`config.mk`:
```
export PLATFORM = sky130hd
export DESIGN_NAME = enclosure_thermal_controller_top
export DESIGN_NICKNAME = d
export VERILOG_FILES = /design/src/sv/etc_pkg.sv /design/src/sv/enclosure_thermal_controller_top.sv /design/src/sv/etc_cfg.sv /design/src/sv/etc_step.sv
export SDC_FILE = /design/constraint.sdc
export NUM_CORES = 1
export LEC_CHECK = 0
export BUFFER_PORTS_ARGS = -buffer_cell sky130_fd_sc_hd__clkbuf_2
export CAP_MARGIN = 5
export CORE_MARGIN = 4
export CORE_UTILIZATION = 25
export CTS_BUF_LIST = sky130_fd_sc_hd__clkbuf_4
export CTS_CLUSTER_SIZE = 40
export DETAILED_ROUTE_END_ITERATION = 10
export PLACE_DENSITY = 0.39
export SLEW_MARGIN = 5
export SYNTH_ARGS = -nofsm -noshare
export SYNTH_HDL_FRONTEND = slang
export SYNTH_SLANG_ARGS = --single-unit
```
`constraint.sdc`:
```
create_clock -name clk_i -period 22.6 [get_ports clk_i]
set_input_delay 0 -clock clk_i [delete_from_list [all_inputs] [get_ports clk_i]]
set_output_delay 0 -clock clk_i [all_outputs]
set_load 0.02 [all_outputs]
```
`src/sv/etc_pkg.sv`:
```
// shared types and constants for the enclosure thermal controller
package etc_pkg;

  localparam int unsigned CFG_IDX_W  = 3;
  localparam int unsigned CFG_DATA_W = 32;
  localparam int unsigned IN_DATA_W  = 56;
  localparam int unsigned OUT_DATA_W = 24;

  typedef enum logic [CFG_IDX_W-1:0] {
    REG_SETPOINT      = 3'd0,
    REG_HYSTERESIS    = 3'd1,
    REG_LIMIT_HIGH    = 3'd2,
    REG_LIMIT_LOW     = 3'd3,
    REG_BOOST_PERIOD  = 3'd4,
    REG_BOOST_LENGTH  = 3'd5,
    REG_HEAT_MIN_PCT  = 3'd6,
    REG_BOOST_PCT     = 3'd7
  } cfg_idx_e;

  localparam logic [10:0]        RST_SETPOINT     = 11'd640;
  localparam logic [6:0]         RST_HYSTERESIS   = 7'd5;
  localparam logic signed [11:0] RST_LIMIT_HIGH   = 12'sd1840;
  localparam logic signed [11:0] RST_LIMIT_LOW    = 12'sd1760;
  localparam logic [31:0]        RST_BOOST_PERIOD = 32'd120000;
  localparam logic [31:0]        RST_BOOST_LENGTH = 32'd15000;
  localparam logic [6:0]         RST_HEAT_MIN_PCT = 7'd40;
  localparam logic [6:0]         RST_BOOST_PCT    = 7'd50;

  localparam logic [7:0] INTAKE_STEP  = 8'd7;
  localparam logic [7:0] EXHAUST_STEP = 8'd8;
  localparam logic [7:0] PCT_MAX      = 8'd100;

  typedef struct packed {
    logic [10:0]        setpoint;
    logic [6:0]         hysteresis;
    logic signed [11:0] limit_high;
    logic signed [11:0] limit_low;
    logic [31:0]        boost_period;
    logic [31:0]        boost_length;
    logic [6:0]         heat_min_pct;
    logic [6:0]         boost_pct;
  } cfg_t;

  typedef struct packed {
    logic        heating;
    logic        limit;
    logic        boost;
    logic [31:0] last_boost;
    logic [31:0] boost_start;
    logic [6:0]  intake;
    logic [6:0]  exhaust;
  } state_t;

  typedef struct packed {
    logic [31:0]        now_ms;
    logic signed [11:0] box_temp;
    logic signed [11:0] heater_temp;
  } item_t;

  typedef struct packed {
    logic       boost_flag;
    logic       limit_flag;
    logic [6:0] exhaust_fan_pct;
    logic [6:0] intake_fan_pct;
    logic       heater_drive;
  } res_t;

endpackage

```
`src/sv/enclosure_thermal_controller_top.sv`:
```
// enclosure thermal controller top level: input register, tick logic, result register
//
// One control tick per input transaction on the s_axis channel: heater
// temperature, box temperature and millisecond time. Each tick yields exactly
// one result transaction on m_axis: heater drive, both fan duties after
// ramping, lockout flag and boost flag.
// An accepted tick is registered in the input register, worked through the tick
// logic and captured in the result register, which drives m_axis.
// One tick is accepted every cycle while m_axis does not stall, set by the
// combinational compare-and-add path between the input and result registers.
// When m_axis stalls the result holds and one more tick waits in the input
// register; s_axis_tready drops only when both are full.
// Configuration writes through cfg_we_i/cfg_index_i/cfg_data_i take effect at
// the next edge; the user must make them while no tick is in flight (unchecked).
// Reset clears the controller state (heater off, no lockout, no boost, fans
// at 0, boost timestamps at 0), reloads register defaults and empties both
// registers.
module enclosure_thermal_controller_top (
  input  logic                           clk_i,
  input  logic                           rst_ni,
  input  logic                           cfg_we_i,
  input  logic [etc_pkg::CFG_IDX_W-1:0]  cfg_index_i,
  input  logic [etc_pkg::CFG_DATA_W-1:0] cfg_data_i,
  input  logic                           s_axis_tvalid,
  output logic                           s_axis_tready,
  // heater_temp [11:0], box_temp [23:12], now_ms [55:24]
  input  logic [etc_pkg::IN_DATA_W-1:0]  s_axis_tdata,
  output logic                           m_axis_tvalid,
  input  logic                           m_axis_tready,
  // heater_drive [0], intake_fan_pct [7:1], exhaust_fan_pct [14:8],
  // limit_flag [15], boost_flag [16], zero [23:17]
  output logic [etc_pkg::OUT_DATA_W-1:0] m_axis_tdata
);
  import etc_pkg::*;

  cfg_t   cfg;
  state_t st_q, st_d;
  res_t   res_d, res_q;
  item_t  in_q;
  logic   in_valid_q, in_valid_d;
  logic   out_valid_q, out_valid_d;
  logic   adv;
  logic   s_acc;

  etc_cfg u_cfg (
    .clk_i       (clk_i),
    .rst_ni      (rst_ni),
    .cfg_we_i    (cfg_we_i),
    .cfg_index_i (cfg_index_i),
    .cfg_data_i  (cfg_data_i),
    .cfg_o       (cfg)
  );

  etc_step u_step (
    .cfg_i  (cfg),
    .st_i   (st_q),
    .item_i (in_q),
    .st_o   (st_d),
    .res_o  (res_d)
  );

  assign adv           = in_valid_q & (~out_valid_q | m_axis_tready);
  assign s_axis_tready = ~in_valid_q | adv;
  assign s_acc         = s_axis_tvalid & s_axis_tready;

  assign in_valid_d  = s_acc | (in_valid_q & ~adv);
  assign out_valid_d = adv | (out_valid_q & ~m_axis_tready);

  always_ff @(posedge clk_i or negedge rst_ni) begin
    if (!rst_ni) begin
      in_valid_q  <= 1'b0;
      out_valid_q <= 1'b0;
      st_q        <= '0;
    end else begin
      in_valid_q  <= in_valid_d;
      out_valid_q <= out_valid_d;
      if (adv) begin
        st_q <= st_d;
      end
    end
  end

  always_ff @(posedge clk_i) begin
    if (s_acc) begin
      in_q <= item_t'(s_axis_tdata);
    end
    if (adv) begin
      res_q <= res_d;
    end
  end

  assign m_axis_tvalid = out_valid_q;
  assign m_axis_tdata  = {{(OUT_DATA_W - $bits(res_t)){1'b0}}, res_q};

  a_limit_blocks_heat : assert property (@(posedge clk_i) disable iff (!rst_ni)
    st_q.limit |-> !st_q.heating)
    else $error("heating while lockout active");

  a_boost_needs_heat : assert property (@(posedge clk_i) disable iff (!rst_ni)
    st_q.boost |-> st_q.heating)
    else $error("boost running without heating");

  a_fan_range : assert property (@(posedge clk_i) disable iff (!rst_ni)
    (st_q.intake <= 7'd100) && (st_q.exhaust <= 7'd100))
    else $error("fan level above 100 percent");

  a_result_from_tick : assert property (@(posedge clk_i) disable iff (!rst_ni)
    $rose(out_valid_q) |-> $past(adv))
    else $error("result appeared without a processed tick");

endmodule

```
`src/sv/etc_cfg.sv`:
```
// configuration register file
module etc_cfg (
  input  logic                          clk_i,
  input  logic                          rst_ni,
  input  logic                          cfg_we_i,
  input  logic [etc_pkg::CFG_IDX_W-1:0]  cfg_index_i,
  input  logic [etc_pkg::CFG_DATA_W-1:0] cfg_data_i,
  output etc_pkg::cfg_t                 cfg_o
);
  import etc_pkg::*;

  cfg_t cfg_q, cfg_d;

  always_comb begin
    cfg_d = cfg_q;
    if (cfg_we_i) begin
      case (cfg_idx_e'(cfg_index_i))
        REG_SETPOINT:     cfg_d.setpoint     = cfg_data_i[10:0];
        REG_HYSTERESIS:   cfg_d.hysteresis   = cfg_data_i[6:0];
        REG_LIMIT_HIGH:   cfg_d.limit_high   = $signed(cfg_data_i[11:0]);
        REG_LIMIT_LOW:    cfg_d.limit_low    = $signed(cfg_data_i[11:0]);
        REG_BOOST_PERIOD: cfg_d.boost_period = cfg_data_i;
        REG_BOOST_LENGTH: cfg_d.boost_length = cfg_data_i;
        REG_HEAT_MIN_PCT: cfg_d.heat_min_pct = cfg_data_i[6:0];
        REG_BOOST_PCT:    cfg_d.boost_pct    = cfg_data_i[6:0];
        default:          cfg_d = cfg_q;
      endcase
    end
  end

  always_ff @(posedge clk_i or negedge rst_ni) begin
    if (!rst_ni) begin
      cfg_q.setpoint     <= RST_SETPOINT;
      cfg_q.hysteresis   <= RST_HYSTERESIS;
      cfg_q.limit_high   <= RST_LIMIT_HIGH;
      cfg_q.limit_low    <= RST_LIMIT_LOW;
      cfg_q.boost_period <= RST_BOOST_PERIOD;
      cfg_q.boost_length <= RST_BOOST_LENGTH;
      cfg_q.heat_min_pct <= RST_HEAT_MIN_PCT;
      cfg_q.boost_pct    <= RST_BOOST_PCT;
    end else begin
      cfg_q <= cfg_d;
    end
  end

  assign cfg_o = cfg_q;

endmodule

```
`src/sv/etc_step.sv`:
```
// one control tick: lockout, thermostat, boost timer, fan curves and ramps
module etc_step (
  input  etc_pkg::cfg_t   cfg_i,
  input  etc_pkg::state_t st_i,
  input  etc_pkg::item_t  item_i,
  output etc_pkg::state_t st_o,
  output etc_pkg::res_t   res_o
);
  import etc_pkg::*;

  function automatic logic [6:0] ramp(input logic [6:0] cur, input logic [6:0] tgt,
                                      input logic [7:0] step);
    logic [7:0] c;
    logic [7:0] t;
    logic [7:0] d;
    logic [7:0] r;
    c = {1'b0, cur};
    t = {1'b0, tgt};
    r = c;
    if (t > c) begin
      d = t - c;
      r = c + ((d < step) ? d : step);
    end else if (t < c) begin
      d = c - t;
      r = c - ((d < step) ? d : step);
    end
    if (r > PCT_MAX) begin
      r = PCT_MAX;
    end
    return r[6:0];
  endfunction

  logic               lim_set;
  logic               lim_n;
  logic               heat_n;
  logic               boost_n;
  logic signed [13:0] box_s;
  logic signed [13:0] sp_s;
  logic signed [13:0] hy_s;
  logic signed [13:0] over;
  logic [31:0]        since_last;
  logic [31:0]        since_start;
  logic [5:0]         oc;
  logic [8:0]         oc10;
  logic [4:0]         in_ext;
  logic [6:0]         in_curve;
  logic [6:0]         in_tgt;
  logic [5:0]         oe;
  logic [9:0]         ex_prod;
  logic [6:0]         ex_tgt;

  assign box_s = 14'(item_i.box_temp);
  assign sp_s  = $signed({3'b000, cfg_i.setpoint});
  assign hy_s  = $signed({7'b0000000, cfg_i.hysteresis});
  assign over  = box_s - sp_s;

  // lockout set test then clear test
  assign lim_set = st_i.limit | ($signed(item_i.heater_temp) > $signed(cfg_i.limit_high));
  assign lim_n   = lim_set & ~($signed(item_i.heater_temp) < $signed(cfg_i.limit_low));

  always_comb begin
    if (lim_n) begin
      heat_n = 1'b0;
    end else if (!st_i.heating) begin
      heat_n = (box_s <= (sp_s - hy_s));
    end else begin
      heat_n = !(box_s >= (sp_s + hy_s));
    end
  end

  assign since_last  = item_i.now_ms - st_i.last_boost;
  assign since_start = item_i.now_ms - st_i.boost_start;

  // cooling curve for intake, saturates at 50 once over reaches 36
  assign oc       = (over > 14'sd40) ? 6'd40 : over[5:0];
  assign oc10     = 9'({3'b000, oc} * 9'd10) - 9'd32;
  assign in_ext   = oc10[8:4];
  assign in_curve = (7'd30 + {2'b00, in_ext} > 7'd50) ? 7'd50 : 7'd30 + {2'b00, in_ext};

  assign oe      = (over > 14'sd48) ? 6'd48 : over[5:0];
  assign ex_prod = 10'({4'b0000, oe - 6'd8} * 10'd18) + 10'd8;
  assign ex_tgt  = (over > 14'sd8) ? 7'd25 + {1'b0, ex_prod[9:4]} : 7'd0;

  always_comb begin
    st_o.last_boost  = st_i.last_boost;
    st_o.boost_start = st_i.boost_start;
    boost_n          = st_i.boost;
    if (heat_n) begin
      if (!st_i.boost) begin
        if (since_last >= cfg_i.boost_period) begin
          boost_n          = 1'b1;
          st_o.boost_start = item_i.now_ms;
          st_o.last_boost  = item_i.now_ms;
        end
      end else if (since_start >= cfg_i.boost_length) begin
        boost_n = 1'b0;
      end
      in_tgt = boost_n ? cfg_i.boost_pct : cfg_i.heat_min_pct;
    end else begin
      in_tgt  = (over > 14'sd3) ? in_curve : 7'd0;
      boost_n = 1'b0;
    end
    st_o.heating = heat_n;
    st_o.limit   = lim_n;
    st_o.boost   = boost_n;
    st_o.intake  = ramp(st_i.intake, in_tgt, INTAKE_STEP);
    st_o.exhaust = ramp(st_i.exhaust, ex_tgt, EXHAUST_STEP);
  end

  assign res_o.heater_drive    = heat_n;
  assign res_o.intake_fan_pct  = st_o.intake;
  assign res_o.exhaust_fan_pct = st_o.exhaust;
  assign res_o.limit_flag      = lim_n;
  assign res_o.boost_flag      = boost_n;

endmodule
```
==> results.json, run 1 <==
{
  "combPwrFrac_pct": 67.4,
  "drive_above_1_share_pct": 18.4,
  "synthSimpleGateAreaFrac_pct": 12.5,
  "antenna_left": 0,
  "ctsHoldBuffers": 208,
  "synthMuxAreaShare_pct": 7.05,
  "critical-path-top-delay-family": "compound AO/OA/AOI/OAI gates",
  "worst_slew_pin_slew_ns": 0.980,
  "p_seq_share_pct": 19.1,
  "critical-path-max-stage-delay_ns": 0.46,
  "ys_seq_area_share_pct": 35.9,
  "grt_pass1_wl_mm": 81.2,
  "port_buffers": 114,
  "dp_hpwl_mm": 37.6,
  "synthTopCellsByArea": "dfrtp_1 19%, ha_1 16%, edfxtp_1 12%, mux2_2 6.0%, dfstp_2 4.8%",
  "first_pass_iters": 5,
  "synth_top_area_share_pct": 19.0,
  "num_rows": 98,
  "cp_num_buf_inv": 2,
  "globalRouteTotalUtil_pct": 13.0,
  "max-vdd-ir-drop_uv": 68.0,
  "slowest_stage": "a311oi_1",
  "die_h_um": 277,
  "drt_wl_total_mm": 50.0,
  "synth_top_family_by_area": "adder cells",
  "cpMostUsedCell": "a21oi_1",
  "period_needed_ns": 10.29,
  "path_max_fanout": 8,
  "start_kind": "flop",
  "status": "finished, final reports clean",
  "post-cts-setup-buffer-count": 0,
  "synthCells": 1877,
  "viasPerCell": 4.50,
  "crit_required_ns": 23.22,
  "cts_made_buffers": 78,
  "clkPwrFrac_pct": 13.5,
  "fin_skew_ns": 0.0847,
  "finalNetCount": 2611,
  "setup_viol": 0,
  "post_drt_wl_per_cell_um": 15.2,
  "yosys.area.top_type": "dfrtp_1",
  "period_share_pct": 45.5,
  "switching_share_pct": 46.8,
  "synth-compound-area-share_pct": 16.2,
  "syn_area_sq_um": 18100,
  "synth.distinct_cells": 101,
  "slew_violations": 0,
  "cellPowerDensity_nw_per_um2": 148,
  "clock-sinks": 244,
  "route.detailed.drc": 0,
  "antenna_found_initial": 3,
  "synth.avg_cell_area_sq_um": 9.66,
  "io_pins": 122,
  "area_delta_synth_final_pct": 26.7,
  "clock_latency_ns": 0.82,
  "drv_cap": 0,
  "synthXorXnorAreaFrac_pct": 4.38,
  "hold_viol": 0,
  "cts_tree": "yes",
  "synthAdderAreaFrac_pct": 18.0,
  "initial_core_util_pct": 25.3,
  "dr.first_iter.drc_count": 602,
  "end_kind": "flop",
  "tns_ns": 0,
  "hold_ws_ns": 0.0922,
  "dieArea_sq_um": 76900,
  "cts_buffer_depth": 3,
  "yosysMostFrequentCell": "ha_1",
  "timing.fmax_ghz": 0.0972,
  "grt_setup_unrepaired": "no",
  "cts.htree.levels": 3,
  "slew_headroom_pct": 34.7,
  "crit_arrival_ns": 10.91,
  "intPower_w": 0.00180,
  "grt_max_degree": 73,
  "cts_resized": 0,
  "yosys-top-cells-count": "239 x ha_1, 220 x inv_1, 138 x dfrtp_1",
  "synth-seq-cells": 244,
  "die_w_um": 277,
  "yosysWarnings": 0,
  "place_congestion": 0.841,
  "synth_async_sr_flop_share_pct": 70.1,
  "path_clk_slew_ns": 0.06,
  "leakage_nw": 10.2,
  "core-area_sq_um": 71700,
  "crit_type": "reg2reg",
  "cts-root-buf": "clkbuf_4",
  "grt_pass1_vias": 15188,
  "synth_ff_type": "dfrtp_1",
  "synth_edf_count": 73,
  "gr-total-overflow": 0,
  "switchingPower_w": 0.00159,
  "min-delay-path-class": "in2reg",
  "vias": 14782
}
path summary, 6_finish.rpt:
| kind | start | slack [ns] | depth (start not counted) | endpoint |
|---|---|---|---|---|
| min reg2reg | st_q[14] | 0.49 | 2 | st_q[14] |
| max | in_q[24] | 12.31 | 44 | st_q[11] |
| max reg2reg | in_q[24] | 12.31 | 44 | st_q[11] |
| min in group asynchronous | rst_ni | 0.28 | 4 | st_q[31] |
| min | cfg_data_i[31] | 0.09 | 4 | u_cfg.cfg_o[77] |
| max in group asynchronous | rst_ni | 21.30 | 4 | u_cfg.cfg_o[20] |
stage by stage:
step / instances / total power (W) / worst slack [ns] / util (%) / area, sq um
final: 3282 / 0.00339 / 12.31 / 32.0 / 23000
after global placement: 2924 / 0.00291 / 12.54 / 27.7 / 19800
after detailed placement: 2924 / 0.00292 / 12.32 / 27.7 / 19800
after global routing: 3281 / 0.00378 / 11.39 / 32.0 / 23000
after CTS: 3278 / 0.00345 / 12.22 / 32.0 / 22900
after floorplan: 1896 / 0.00240 / 13.78 / - / 18200
flip-flops by register name, summed over array words and instances, names as in the netlist:
name,cells
in_q,56
m_axis_tvalid,1
st_q,49
in_valid_q,1
m_axis_tdata,17
u_cfg.cfg_o,120
worst min-delay path, delay by kind of cell:
kind / cells / cell delay, ns
AND/OR/NAND/NOR: 1 / 0.07
AO/OA/AOI/OAI: 1 / 0.07
buffers and inverters: 2 / 0.68
cell families (layout without fill, tap and decap cells):
logic type	after synthesis	count (layout)
AOI/OAI and AO/OA	456	456
and+or+nand+nor	448	448
buffers and inverters	271	703
adders and majority gates	253	253
DFF	244	244
muxes	114	114
xor gates and xnor gates	89	89
other	2	25
metal layers:
layer / wire (um) / global-route usage (%)
met2: 24300 / 22.4
met1: 22800 / 16.6
met5: 13 / 0
met4: 1140 / 3.66
met3: 1770 / 2.64
power groups by stage:
| stage | Sequential [W] | Combinational, W | Clock (W) |
|---|---|---|---|
| CTS | 0.000649 | 0.00231 | 0.000488 |
| floorplan | 0.000648 | 0.00175 | 0 |
| detailed placement | 0.000657 | 0.00226 | 0 |
| global placement | 0.000656 | 0.00225 | 0 |
| global route | 0.000661 | 0.00260 | 0.000513 |
| finish | 0.000647 | 0.00229 | 0.000456 |
placed cells by master (no fill, tap or decap), types with 11 or more instances in the layout:
cell and count:
nand2b_1 32, o31ai_1 13, nand4_1 15, xnor2_1 60
nand2_1 127, inv_1 220, a211oi_1 14, a21o_1 32
nand3_1 30, nor4_1 11, dfrtp_1 138, a21oi_1 116
clkinv_1 19, nor2b_1 23, o21a_1 27, clkbuf_2 113
edfxtp_1 73, fa_1 14, clkbuf_4 117, nor3_1 31
ha_1 239, xor2_1 27, nor2_1 102, mux2i_1 16
and2_1 13, buf_4 12, dfstp_2 33, o21bai_1 20
o211ai_1 13, conb_1 21, o21ai_0 134, mux2_2 96
dlygate4sd3_1 207
cell type report:
cell class,instances,area [sq um]
Timing Repair Buffer,334,2760
Sequential cell,244,6510
Multi-Input combinational cell,1381,10600
Fill cell,7421,48800
Clock buffer,117,878
Antenna cell,4,10.0
Inverter,223,837
Tap cell,950,1190
Clock inverter,29,133
(Power assumes the default switching activity.)
==> inputs of run 2 (changes only) <==
- PLACE_DENSITY: 0.39 -> 0.4
- clock period: 22.6 -> 8.68 ns (I/O delays scaled with it)
==> run 2 against run 1 <==
The run now ends with setup timing left. Clock-buffer cell count is 7 higher. Clock skew is 0.021 ns lower. Worst hold slack worse by 0.00095 ns. First-iteration DRC count is 5.6% lower. Sequential power grew to 2.6 times the previous value. Critical endpoint is now st_q[10]. Largest power group unchanged.
==> results.json, run 2 (same netlist as run 1, synthesis figures left out) <==
{
  "fin_ws_ns": -0.101,
  "r2r_cells": 45,
  "min_path_cells": 4,
  "post-route-util_pct": 35.5,
  "vias": 15589,
  "setup_viol": 5,
  "crit_type": "reg2reg",
  "cp_num_buf_inv": 3,
  "drv_cap": 0,
  "dr.first_iter.drc_count": 568,
  "crit_arrival_ns": 9.44,
  "timing.fmax_ghz": 0.114,
  "cts_made_buffers": 77,
  "post_drt_wl_per_cell_um": 14.8,
  "cts.htree.levels": 3,
  "first_pass_iters": 5,
  "hold_viol": 0,
  "area_delta_synth_final_pct": 40.4,
  "cts_buffer_depth": 3,
  "path_max_fanout": 4,
  "start_kind": "flop",
  "grt_pass1_vias": 16242,
  "core-area_sq_um": 71700,
  "slowest_stage": "edfxtp_1",
  "clock_latency_ns": 0.82,
  "grt_max_degree": 68,
  "path_clk_slew_ns": 0.06,
  "switchingPower_w": 0.00486,
  "die_h_um": 277,
  "critical-path-top-delay-family": "compound AO/OA/AOI/OAI gates",
  "clock-sinks": 244,
  "antenna_found_initial": 3,
  "period_needed_ns": 8.78,
  "antenna_left": 0,
  "grt_setup_unrepaired": "yes",
  "crit_required_ns": 9.34,
  "finalNetCount": 2849,
  "dp_slack_ns": -0.803,
  "dp_hpwl_mm": 39.5,
  "fin_skew_ns": 0.0641,
  "min-delay-path-class": "in2reg",
  "combPwrFrac_pct": 74.2,
  "initial_core_util_pct": 25.3,
  "max-vdd-ir-drop_uv": 203,
  "io_pins": 122,
  "violations": "setup timing",
  "slew_violations": 0,
  "intPower_w": 0.00645,
  "route.detailed.drc": 0,
  "mostFrequentLayoutCells": "266 x buf_4, 224 x ha_1, 217 x inv_1",
  "leakage_nw": 11.5,
  "period_share_pct": 101,
  "worst_slew_pin_slew_ns": 0.884,
  "cts-root-buf": "clkbuf_4",
  "port_buffers": 114,
  "slew_headroom_pct": 40.8,
  "globalRouteTotalUtil_pct": 13.5,
  "status": "complete, but fails checks",
  "dieArea_sq_um": 76900,
  "clkPwrFrac_pct": 10.9,
  "viasPerCell": 4.43,
  "num_rows": 98,
  "drt_wl_total_mm": 52.2,
  "p_seq_share_pct": 14.9,
  "gr-total-overflow": 0,
  "place_congestion": 0.831,
  "end_kind": "flop",
  "largest_reg_flops": 120,
  "critical-path-max-stage-delay_ns": 0.38,
  "cts_tree": "yes",
  "grt_pass1_wl_mm": 84.8,
  "path_depth": 45,
  "drive_above_1_share_pct": 31.1,
  "cellPowerDensity_nw_per_um2": 444,
  "switching_share_pct": 43.0,
  "die_w_um": 277,
  "final_common_cell": "buf_4"
}
==> run 2: worst paths after layout <==
kind                                    start  slack [ns]               end
worst max-delay path                 in_q[24]       -0.10          st_q[10]
worst min-delay path            cfg_data_i[7]        0.09   u_cfg.cfg_o[53]
worst max register to register       in_q[24]       -0.10          st_q[10]
worst min register to register       st_q[26]        0.50          st_q[26]
max in group asynchronous              rst_ni        7.34  u_cfg.cfg_o[105]
min in group asynchronous              rst_ni        0.41   u_cfg.cfg_o[95]
==> run 2: worst reg2reg max path, delay by kind of cell (launching register included) <==
kind                     cells  cell delay, ns
AO/OA/AOI/OAI               26            4.82
XOR/XNOR                     2            0.19
adder cells (fa/ha/maj)      6            1.52
buffers and inverters        3            0.28
flip-flops                   1            0.38
multiplexers                 2            0.49
AND/OR/NAND/NOR              6            0.97
==> run 2: per-stage QoR <==
| step | hold WS, ns | TNS [ns] | total power, W | std cells | area [sq um] |
|---|---|---|---|---|---|
| finish | 0.0912 | -0.343 | 0.0113 | 3521 | 25500 |
| global route | 0.0308 | -6.90 | 0.0124 | 3521 | 25500 |
| CTS | 0.0113 | -0.695 | 0.0109 | 3496 | 24900 |
| detailed placement | 0.00525 | -10.82 | 0.00894 | 3139 | 21500 |
| global placement | -0.00169 | -6.70 | 0.00888 | 3139 | 21500 |
| floorplan | -0.296 | 0 | 0.00626 | 1896 | 18200 |
==> run 2: layout make-up <==
| cell class | count | area (sq um) |
|---|---|---|
| clock inverters | 19 | 111 |
| multi-input cells | 1381 | 11300 |
| diodes | 7 | 17.5 |
| repair buffers | 573 | 4530 |
| clock buffers | 124 | 931 |
| well taps | 950 | 1190 |
| fillers | 7309 | 46300 |
| flip-flops and latches | 244 | 6510 |
| inverters | 223 | 837 |
==> run 2: repair_timing <==
action                     CTS  global route
setup endpoints to repair   25            28
pin swaps                   44            49
hold endpoints to repair   347             0
gates resized for setup     67            82
buffers inserted            28            23
hold buffers               187             0
==> run 2: routing by layer <==
layer	global-route usage, %	routed length [um]	share of wire (%)
met1	16.5	23100	44
met2	24.2	26100	50
met3	2.48	1910	3.7
met4	4.00	1130	2.2
met5	0	0	0
==> run 2: power groups by stage <==
stage	clock, W	combinational, W	sequential (W)
2_1_floorplan	0	0.00457	0.00169
3_3_place_gp	0	0.00718	0.00171
3_5_place_dp	0	0.00723	0.00171
4_1_cts	0.00130	0.00787	0.00169
5_1_grt	0.00136	0.00936	0.00172
6_report	0.00123	0.00839	0.00169
==> inputs of run 3 (changes only) <==
- BUFFER_PORTS_ARGS: -buffer_cell sky130_fd_sc_hd__clkbuf_2 -> -buffer_cell sky130_fd_sc_hd__buf_2
==> run 3 against run 2 <==
The run now ends clean. Sequential share of layout area about the same. Fmax up 1.3%. Core utilization about the same. Worst hold slack improved by 0.027 ns. Cell area up 0.14%. Flip-flop and latch count is the same. Via count increased by 0.51%. Critical path type unchanged.
==> results.json, run 3 (same netlist as run 1, synthesis figures left out) <==
{
  "hold_ws_ns": 0.119,
  "fin_ws_ns": 0.0144,
  "crit_required_ns": 9.33,
  "crit_path_end": "st_q[8]",
  "period_share_pct": 99.8,
  "hp-start": "cfg_data_i[7]",
  "r2r_cells": 46,
  "route.detailed.drc": 0,
  "area_delta_synth_final_pct": 40.6,
  "grt_max_degree": 70,
  "initial_core_util_pct": 25.3,
  "min_path_cells": 4,
  "setup_viol": 0,
  "largest_reg_flops": 120,
  "antenna_left": 0,
  "grt_pass1_vias": 16583,
  "hold_viol": 0,
  "power_w": 0.0113,
  "grt_pass1_wl_mm": 84.9,
  "dp_slack_ns": -0.774,
  "r2r_end": "st_q[8]",
  "place_congestion": 0.824,
  "path_max_fanout": 4,
  "worst_slew_pin_slew_ns": 1.02,
  "timing.fmax_ghz": 0.115,
  "drive_above_1_share_pct": 31.0,
  "crit_arrival_ns": 9.31,
  "grt_setup_unrepaired": "yes",
  "mostFrequentLayoutCells": "264 x buf_4, 223 x ha_1, 215 x inv_1",
  "clock-sinks": 244,
  "die_w_um": 277,
  "cts_buffer_depth": 3,
  "drv_cap": 0,
  "post_drt_wl_per_cell_um": 15.0,
  "port_buffers": 114,
  "cts.htree.levels": 3,
  "cts_tree": "yes",
  "slew_headroom_pct": 31.7,
  "fin_skew_ns": 0.0680,
  "slew_violations": 0,
  "fillers": 7388,
  "drt_wl_total_mm": 52.8,
  "dr.first_iter.drc_count": 595,
  "io_pins": 122,
  "critical-path-max-stage-delay_ns": 0.35,
  "cellPowerDensity_nw_per_um2": 445,
  "clock_latency_ns": 0.78,
  "start_kind": "flop",
  "cts-root-buf": "clkbuf_4",
  "leakage_nw": 11.5,
  "viasPerCell": 4.45,
  "core-area_sq_um": 71700,
  "end_kind": "flop",
  "gr-total-overflow": 0,
  "tns_ns": 0,
  "max-vdd-ir-drop_uv": 225,
  "vias": 15669,
  "num_rows": 98,
  "antenna_found_initial": 3,
  "crit_path_start": "st_q[15]",
  "final_common_cell": "buf_4",
  "path_clk_slew_ns": 0.06,
  "period_needed_ns": 8.67,
  "finalNetCount": 2854,
  "r2r-start": "st_q[15]",
  "die_h_um": 277,
  "cts_made_buffers": 79,
  "globalRouteTotalUtil_pct": 13.5,
  "dieArea_sq_um": 76900,
  "first_pass_iters": 5,
  "min-delay-path-class": "in2reg",
  "slowest_stage": "fa_2",
  "crit_type": "reg2reg",
  "status": "finished, final reports clean",
  "dp_hpwl_mm": 39.7,
  "rrSetupSlack_ns": 0.01
}
==> run 3: cell types whose count changed in the layout (fill, tap and decap cells not counted), moves of 3 or more <==
cell / delta
a21oi_1: -4
a21oi_2: +3
buf_2: +113
clkbuf_2: -113
clkbuf_4: -13
clkinv_1: +11
clkinv_2: +3
diode_2: -5
dlygate4sd3_1: +5
nand2_4: -3
==> run 3: stage by stage <==
stage          cells  cell area (sq um)  utilization (%)
2_1_floorplan   1896              18200                -
3_3_place_gp    3132              21400             29.9
3_5_place_dp    3132              21400             29.9
4_1_cts         3502              24900             34.7
5_1_grt         3521              25500             35.5
6_report        3521              25500             35.5
==> run 3: cell type report <==
class	count	area [sq um]	share of cell area, %
inverter	223	837	3.28
clock buffer	111	833	3.27
antenna	2	5.00	0.0196
clock inverter	34	179	0.702
sequential	244	6510	25.6
multi-input combinational	1381	11400	44.6
tap	950	1190	4.66
timing repair buffer	576	4560	17.9
==> run 3: power by group <==
group / switching (W) / total, W / internal, W / leakage [nW]
clock network: 0.000561 / 0.00119 / 0.000626 / 0.599
registers: 0.000174 / 0.00169 / 0.00152 / 2.73
logic: 0.00417 / 0.00846 / 0.00430 / 8.17
total: 0.00490 / 0.0113 / 0.00644 / 11.5
==> run 3: how the worst min path moves through the flow <==
stage                             endpoint
after floorplan                 in_valid_q
after global placement            st_q[27]
after detailed placement          st_q[27]
after CTS                 u_cfg.cfg_o[101]
after global routing      u_cfg.cfg_o[116]
final                     u_cfg.cfg_o[116]
==> run 3: per-layer routing <==
metal,global-route usage [%],wire length [um]
met5,0,13
met4,4.17,1180
met3,2.79,1870
met2,24.3,26500
met1,16.3,23300
==> run 3: worst max-delay path, delay by kind of cell, from the launching register on <==
family,cells,cell delay (ns)
fa+ha+maj,5,1.36
mux,2,0.55
compound gates,21,3.93
flops,1,0.34
xor+xnor,3,0.43
simple gates,10,1.45
buf+inv,5,0.51
==> run 3: repair_timing <==
item,4_1_cts,5_1_grt
buffers inserted,33,21
pin swaps,43,70
gates resized for setup,63,97
hold buffers,192,0
endpoints found under the hold margin,338,0
setup endpoints to repair,26,28
